### src/ssp_ram.sv
module ssp_ram #(
   parameter int WIDTH = 8,
   parameter int DEPTH = 2
) (
   input  logic                     clock,
   input  logic                     wr_en,
   input  logic [$clog2(DEPTH)-1:0] wr_addr,
   input  logic [WIDTH-1:0]         wr_data,
   input  logic [$clog2(DEPTH)-1:0] rd_addr,
   output logic [WIDTH-1:0]         rd_data
);
   logic [WIDTH-1:0] mem [DEPTH];

   always_ff @(posedge clock) begin
      if (wr_en) begin
         mem[wr_addr] <= wr_data;
      end
      rd_data <= mem[rd_addr];
   end
endmodule

### config.mk
export PLATFORM = sky130hd
export DESIGN_NAME = ssp_ram
export DESIGN_NICKNAME = d
export VERILOG_FILES = /design/src/ssp_ram.sv
export SDC_FILE = /design/constraint.sdc
export NUM_CORES = 1
export LEC_CHECK = 0
export BUFFER_PORTS_ARGS = -buffer_cell sky130_fd_sc_hd__buf_2
export CAP_MARGIN = 20
export CORE_MARGIN = 2
export CORE_UTILIZATION = 45
export DETAILED_ROUTE_END_ITERATION = 6
export GPL_TIMING_DRIVEN = 0
export PLACE_DENSITY = 0.74
export SLEW_MARGIN = 20
export SYNTH_ARGS = -nofsm -noshare
export SYNTH_HDL_FRONTEND = slang
export SYNTH_SLANG_ARGS = --single-unit
export TNS_END_PERCENT = 5
### constraint.sdc
create_clock -name clock -period 2.41 [get_ports clock]
set_input_delay 0.482 -clock clock [delete_from_list [all_inputs] [get_ports clock]]
set_output_delay 0.482 -clock clock [all_outputs]
set_load 0.01 [all_outputs]
Word level (Yosys, flattened, before mapping) --
Memories as Yosys holds them, arrays and structs flattened. A register that Yosys moved wholly into a read port is not among the register bits. Index checks and enable logic that the tools add are counted.
Word-level totals: register bits 0, input port bits 12, bits in latches 0, output and inout port bits 8, logic and storage cells 3, bits in writable memories 16, memories 1, ROM bits 0
Memory list:
- mem | depth 2, width 8, rd ports 1, clocked after Yosys merged registers in 1, write ports 1, line 12 | logic [WIDTH-1:0] mem [DEPTH];
Cells by class: bitwise logic cells 0, add/sub/neg operators 0, shift-type cells 0, multiply operators 0, reductions and logical operators 0, multiplexer cells 2, order comparisons 0, divide/modulo/power cells 0, eq/ne operators 0
Operators by type and width (count):
- 1-bit 2-to-1 mux | 2

Logic depth before layout (Yosys ltp) --
Gate-level depths: netlist of the first run.
word-level depth 2, mapped depth 2, depth with buffers taken out 1

Worst setup path after synthesis of the first run --
OpenSTA, ideal clock, no wires.
kind input to register, start input wr_en, end memory mem[0][0] (enable), setup slack 1.135 ns, stages 1, data required time 2.037 ns, data arrival time 0.902 ns, library setup time 0.373 ns, buffers on the path 0, cell sequence nor2b_1
On the way: word-level cells in the longest chain between the ends 2
Ends and longest elaborated chain:
- start: declaration | line 6 | input logic wr_en,
- 1-bit 2-to-1 mux | line 15 | if (wr_en) begin
- 1-bit 2-to-1 mux (not written as such) | line 16 | mem[wr_addr] <= wr_data;
- end: declaration | line 12
Every way passes these cells.

Final worst setup path of the first run --
start register rd_data[7], read port of mem, end output rd_data[7]
RTL lines:
- start: declaration | line 10 | output logic [WIDTH-1:0] rd_data
No word-level cell between the ends.

==> flow_summary.toml, run 1 <==
[power_and_ir_drop]
seq_power_share = 0.682
p_leak_uw = 0.000380
p_sw_uw = 135
p_int_uw = 565
clkPwrFrac = 0.234
max-vdd-ir-drop_mv = 0.389
p_sw_frac = 0.192
power_density_nw_per_um2 = 759
combPwrFrac = 0.084

[clock_network]
cts-resized-gates = 0
insertion_delay_ns = 0.30
hold_buffers = 0
cts_buffers = 3
postCtsSetupBuffers = 0
clock-sinks = 24
clockRootBuffer = "clkbuf_4"
clockBufferDepth = 2
h-tree-depth = 1
cts.clk_slew.worst_paths_ns = 0.12
cts_tree = "yes"

[routing]
drt_first_pass_iters = 2
post_drt_wl_per_cell_um = 11.0
drc = 0
drt_wl_total_um = 812
antenna_left = 0
drt_iter0_markers = 3
dr_total_vias = 355
viasPerCell = 4.80

[global_routing]
grt_pass1_vias = 314
grt_max_degree = 14
track_usage = 0.0969
antenna_found_initial = 0
grt_pass1_wl_mm = 1.29
grt-ovfl-total = 0

[critical_path]
crit_cells = 1
cp_num_buf_inv = 1
path_class = "reg -> out"
crit_required_ns = 1.93
r2r.worst_path.cells = 1
cpPeakStageDelay_ns = 0.31
cp_cell_sequence = "buf_2"
cpLargestDelayFamily = "flip-flops"
crit_path_end_kind = "output port"
arrival_ns = 0.74
critPathLaunchType = "flip-flop"
slowest_stage = "dfxtp_1"
cp_max_fo = 1

[floorplan]
core-area_um2 = 1690
dieArea_um2 = 2090
start_util = 0.464
ioPinCount = 20
num_rows = 15
die-height_um = 45.8
fp.dieW_um = 45.8

[place]
io_buffers = 18
place_congestion = 0.646
dp_cells = 70

[timing]
fmax_mhz = 820
setup_viol = 0
period_minus_slack_ns = 1.22
fin_setup_tns_ns = 0
relSlewSlack = 0.527
worst_pin_slew_ns = 0.709
rsz0062_at_grt = "false"
min_period_over_period = 0.506
finalHoldViolations = 0
clock_skew_ns = 0.00609
slew_violations = 0

[final_layout]
fin_nets = 70
area_growth_pct = 17.5
final_core_util = 0.546
drive_gt1_frac = 0.526
final_cells = 74
diodes = 0

[synth]
syn-instance-count = 35
synth.avg_cell_area_um2 = 22.4
synthTopCellsByArea = "edfxtp_1 61%, dfxtp_1 20%, mux2_4 15%"
yosysSeqAreaShare = 0.817
synth_compound_area_frac = 0
syn-cell-area_um2 = 785
synthMuxAreaShare = 0.153
yosysUniqueCellTypes = 6
syn_nets = 47
synth_xor_xnor_area_share = 0
ys_ff_latch = 24
synth_top_area_frac = 0.612
synthAdderAreaFrac = 0
yosysTopAreaCell = "edfxtp_1"
synth_warnings = 0
yosys.area_share.simple = 0.0159
synth_top_family_by_area = "multiplexers"

[hold_path]
hp-class = "in -> reg"
hold_depth = 1

[flow_run]
maxCapViolCount = 0

[run_status]
outcome = "complete, no violations"
[routing by layer]
| metal | up-vias | track usage | routed length (um) |
|---|---|---|---|
| met5 | - | 0 | 0 |
| met4 | 0 | 0.0686 | 6 |
| met3 | 2 | 0.0516 | 72 |
| met2 | 17 | 0.144 | 431 |
| met1 | 163 | 0.105 | 301 |
| li1 | 173 | - | - |
[state kept, by name, summed over array words and instances, names as in the netlist]
register  cells
mem          16
rd_data       8
[power by group through the flow]
| stage | combinational [uW] | sequential, uW | clock [uW] |
|---|---|---|---|
| global placement | 58.9 | 486 | 0 |
| floorplan | 28.3 | 494 | 0 |
| detailed placement | 59.9 | 487 | 0 |
| global route | 64.5 | 481 | 191 |
| CTS | 59.9 | 478 | 170 |
| finish | 59.0 | 477 | 164 |
[Yosys cell counts, drive strengths merged]
| cell | instances |
|---|---|
| and2 | 1 |
| dfxtp | 8 |
| nor2b | 1 |
| mux2 | 8 |
| edfxtp | 16 |
| buf | 1 |
[kinds of logic after synthesis]
| group | count (synthesis) |
|---|---|
| buffers and inverters | 1 |
| flip-flops | 24 |
| multiplexers | 8 |
| AND/OR/NAND/NOR | 2 |
[cell type report]
cell class                      instances  area (um2)
Timing Repair Buffer                   18        90.1
Fill cell                             139         767
Tap cell                               17        21.3
Clock buffer                            3        22.5
Clock inverter                          1        3.75
Buffer                                  1        11.3
Multi-Input combinational cell         10         133
Sequential cell                        24         641
[cell usage in the layout (no fill, tap or decap), drive strengths merged]
cell,count
clkbuf,3
buf,19
mux2,8
nor2b,1
clkinv,1
edfxtp,16
and2,1
dfxtp,8
[per-stage QoR]
step                      hold WS, ns  area (um2)  worst slack [ns]  power [uW]
after floorplan                 0.452         785              1.13         522
final                           0.361         922              1.19         700
after detailed placement        0.458         896             0.873         547
after CTS                       0.353         922              1.18         708
after global placement          0.454         896             0.899         545
after global routing            0.341         922              1.12         737
[path summary, 6_finish.rpt]
| kind | startpoint | end | slack, ns |
|---|---|---|---|
| hold / removal | wr_data[6] | mem[1][6] | 0.36 |
| setup / recovery | rd_data[7] | rd_data[7] | 1.19 |
| setup reg to reg | mem[0][5] | rd_data[5] | 1.65 |
| hold reg to reg | mem[1][3] | rd_data[3] | 0.48 |
(Power assumes the default switching activity.)
==> run 2, diff against run 1 <==
--- a/config.mk
+++ b/config.mk
@@ -5,13 +5,14 @@
 export SDC_FILE = /design/constraint.sdc
 export NUM_CORES = 1
 export LEC_CHECK = 0
+export ABC_AREA = 1
 export BUFFER_PORTS_ARGS = -buffer_cell sky130_fd_sc_hd__buf_2
 export CAP_MARGIN = 20
 export CORE_MARGIN = 2
-export CORE_UTILIZATION = 45
+export CORE_UTILIZATION = 43
 export DETAILED_ROUTE_END_ITERATION = 6
 export GPL_TIMING_DRIVEN = 0
-export PLACE_DENSITY = 0.74
+export PLACE_DENSITY = 0.75
 export SLEW_MARGIN = 20
 export SYNTH_ARGS = -nofsm -noshare
 export SYNTH_HDL_FRONTEND = slang
==> constraint.sdc (replaced) <==
create_clock -name clock -period 1.1 [get_ports clock]
set_input_delay 0.22 -clock clock [delete_from_list [all_inputs] [get_ports clock]]
set_output_delay 0.22 -clock clock [all_outputs]
set_load 0.01 [all_outputs]
==> run 2 against run 1 <==
Clock skew is 0.0042 ns lower. Synthesized area fell by 3.0%. Critical path depth stayed put. Final cell count is 26% higher. Design area shrank 2.6%. Die area up 1.3%. Largest cell class unchanged. Largest power group unchanged.
==> flow_summary.toml, run 2 <==
[final_layout]
fin_area_um2 = 898
final_core_util = 0.532
layout_common_cells = "25 x nand2_1, 18 x buf_2, 16 x edfxtp_1"
layout.cells.most_common = "nand2_1"
fin_nets = 89
diodes = 0
largest_reg_flops = 16
top_register = "mem"
area_growth_pct = 18.1
drive_gt1_frac = 0.303
top_regs = "mem: 16 flops, rd_data: 8 flops"

[place]
place_congestion = 0.634
postPlaceCellArea_um2 = 872
io_buffers = 18

[synth]
synth-edff-count = 16
syn-instance-count = 54
ys_ff_latch = 24
synth_most_common_cell = "nand2_1"
yosysTopAreaCell = "edfxtp_1"
synth_commonest_cells = "25 x nand2_1, 16 x edfxtp_1, 8 x dfxtp_1"
synthAdderAreaFrac = 0
syn-cell-area_um2 = 761
synth_top_family_by_area = "simple AND/OR/NAND/NOR gates"
synth_ff_type = "edfxtp_1"
synth_warnings = 0
yosysUniqueCellTypes = 7
synthMuxAreaShare = 0
yosysSeqAreaShare = 0.842
synth_top_area_frac = 0.632
synthTopCellsByArea = "edfxtp_1 63%, dfxtp_1 21%, nand2_1 12%"
synth_compound_area_frac = 0
async_flop_share = 0
synth_xor_xnor_area_share = 0
syn_nets = 66
synth.avg_cell_area_um2 = 14.1
yosys.area_share.simple = 0.128

[critical_path]
cp_cell_sequence = "buf_2"
r2r.worst_path.cells = 2
path_class = "reg -> out"
cp_max_fo = 1
crit_path_end_kind = "output port"
r2r_end = "rd_data[1]"
cpLargestDelayFamily = "flip-flops"
arrival_ns = 0.75
crit_required_ns = 0.88
critPathLaunchType = "flip-flop"
r2r-start = "mem[1][1]"
r2r_slack_ns = 0.49
cp_num_buf_inv = 1
slowest_stage = "dfxtp_1"
cpPeakStageDelay_ns = 0.33

[floorplan]
core-area_um2 = 1690
dieArea_um2 = 2120
ioPinCount = 20
fp.dieW_um = 46.1
num_rows = 15
die-height_um = 46.1
start_util = 0.450

[clock_network]
cts_tree = "yes"
clockRootBuffer = "clkbuf_4"
clock-sinks = 24
cts_buffers = 3
h-tree-depth = 1
clockBufferDepth = 2
hold_buffers = 0
cts.clk_slew.worst_paths_ns = 0.12
postCtsSetupBuffers = 0
cts-resized-gates = 0
insertion_delay_ns = 0.30

[global_routing]
grt_pass1_vias = 438
use_met2 = 0.214
grt-busiest-layer = "met2"
grtUsageMet3 = 0.0353
track_usage = 0.124
grt_pass1_wl_mm = 1.76
grt-ovfl-total = 0
antenna_found_initial = 0
grt_max_degree = 14
grt_use_met1 = 0.142

[timing]
rsz0062_at_grt = "false"
finalHoldViolations = 0
worst_pin_slew_ns = 0.695
slew_violations = 0
clock_skew_ns = 0.00188
min_period_over_period = 0.886
setup_viol = 0
period_minus_slack_ns = 0.974
relSlewSlack = 0.535
fmax_mhz = 1030

[power_and_ir_drop]
power_density_nw_per_um2 = 1700
combPwrFrac = 0.073
clkPwrFrac = 0.241
seq_power_share = 0.686
p_int_uw = 1210
p_leak_uw = 0.000403
max-vdd-ir-drop_mv = 0.986
p_sw_frac = 0.208
p_sw_uw = 318

[routing]
viasPerCell = 4.70
drt_wl_total_mm = 1.15
drt_iter0_markers = 10
drt_first_pass_iters = 3
post_drt_wl_per_cell_um = 12.4
antenna_left = 0
dr_total_vias = 437
drc = 0

[hold_path]
hold-path-endpoint = "mem[0][2]"
hold_depth = 1
hp-class = "in -> reg"
hp-start = "wr_data[2]"

[run_status]
outcome = "complete, no violations"

[flow_run]
maxCapViolCount = 0
==> run 2: cell count changes in the layout (fill, tap and decap cells not counted) <==
cell / previous run / this run
inv_1: 0 / 2
and2_1: 1 / 0
nand2_1: 0 / 25
nor2_1: 0 / 1
mux2_4: 8 / 0
inv_2: 0 / 1
nor2b_1: 1 / 0
==> run 2: power groups by stage <==
stage | Sequential, uW | Clock (uW) | Combinational (uW)
2_1_floorplan | 1080 | 0 | 41.7
3_3_place_gp | 1070 | 0 | 109
3_5_place_dp | 1070 | 0 | 114
4_1_cts | 1050 | 384 | 115
5_1_grt | 1050 | 427 | 128
6_report | 1050 | 368 | 112
==> run 2: how the worst max path moves through the flow <==
stage / from / depth (start not counted) / slack, ns / endpoint
4_1_cts: rd_data[3] / 1 / 0.10 / rd_data[3]
6_report: rd_data[3] / 1 / 0.13 / rd_data[3]
3_5_place_dp: wr_addr / 2 / -0.18 / mem[0][6]
2_1_floorplan: wr_en / 2 / 0.12 / mem[0][0]
3_3_place_gp: wr_addr / 2 / -0.15 / mem[0][5]
5_1_grt: rd_data[4] / 1 / 0.07 / rd_data[4]
==> run 2: cells by family (layout without fill, tap and decap cells) <==
| family | after synthesis | after routing |
|---|---|---|
| buf+inv | 4 | 26 |
| flops | 24 | 24 |
| simple gates | 26 | 26 |
==> run 2: layout make-up <==
class                      count  area [um2]
clock buffer                   3        22.5
timing repair buffer          18        90.1
inverter                       3        11.3
buffer                         1        11.3
fill                         154         791
multi-input combinational     26        97.6
clock inverter                 1        3.75
sequential                    24         641
tap                           17        21.3
==> run 2: through the flow <==
| step | hold WS [ns] | setup TNS (ns) | setup slack (ns) | power, uW | cells |
|---|---|---|---|---|---|
| 2_1_floorplan | 0.319 | 0 | 0.120 | 1120 | 54 |
| 5_1_grt | 0.0759 | 0 | 0.0717 | 1610 | 93 |
| 4_1_cts | 0.0881 | 0 | 0.104 | 1550 | 93 |
| 3_5_place_dp | 0.411 | -1.45 | -0.182 | 1180 | 89 |
| 6_report | 0.0965 | 0 | 0.126 | 1530 | 93 |
| 3_3_place_gp | 0.408 | -1.21 | -0.151 | 1170 | 89 |
==> run 2: worst register-to-register path: cells and delay by family, from the launching register on <==
family,cells,cell delay (ns)
flops,1,0.39
simple gates,2,0.13
==> run 2: per-layer routing <==
layer / vias to the layer above / share of wire
li1: 220 / -
met1: 201 / 0.39
met2: 16 / 0.56
met3: 0 / 0.049
met4: 0 / 0
met5: - / 0
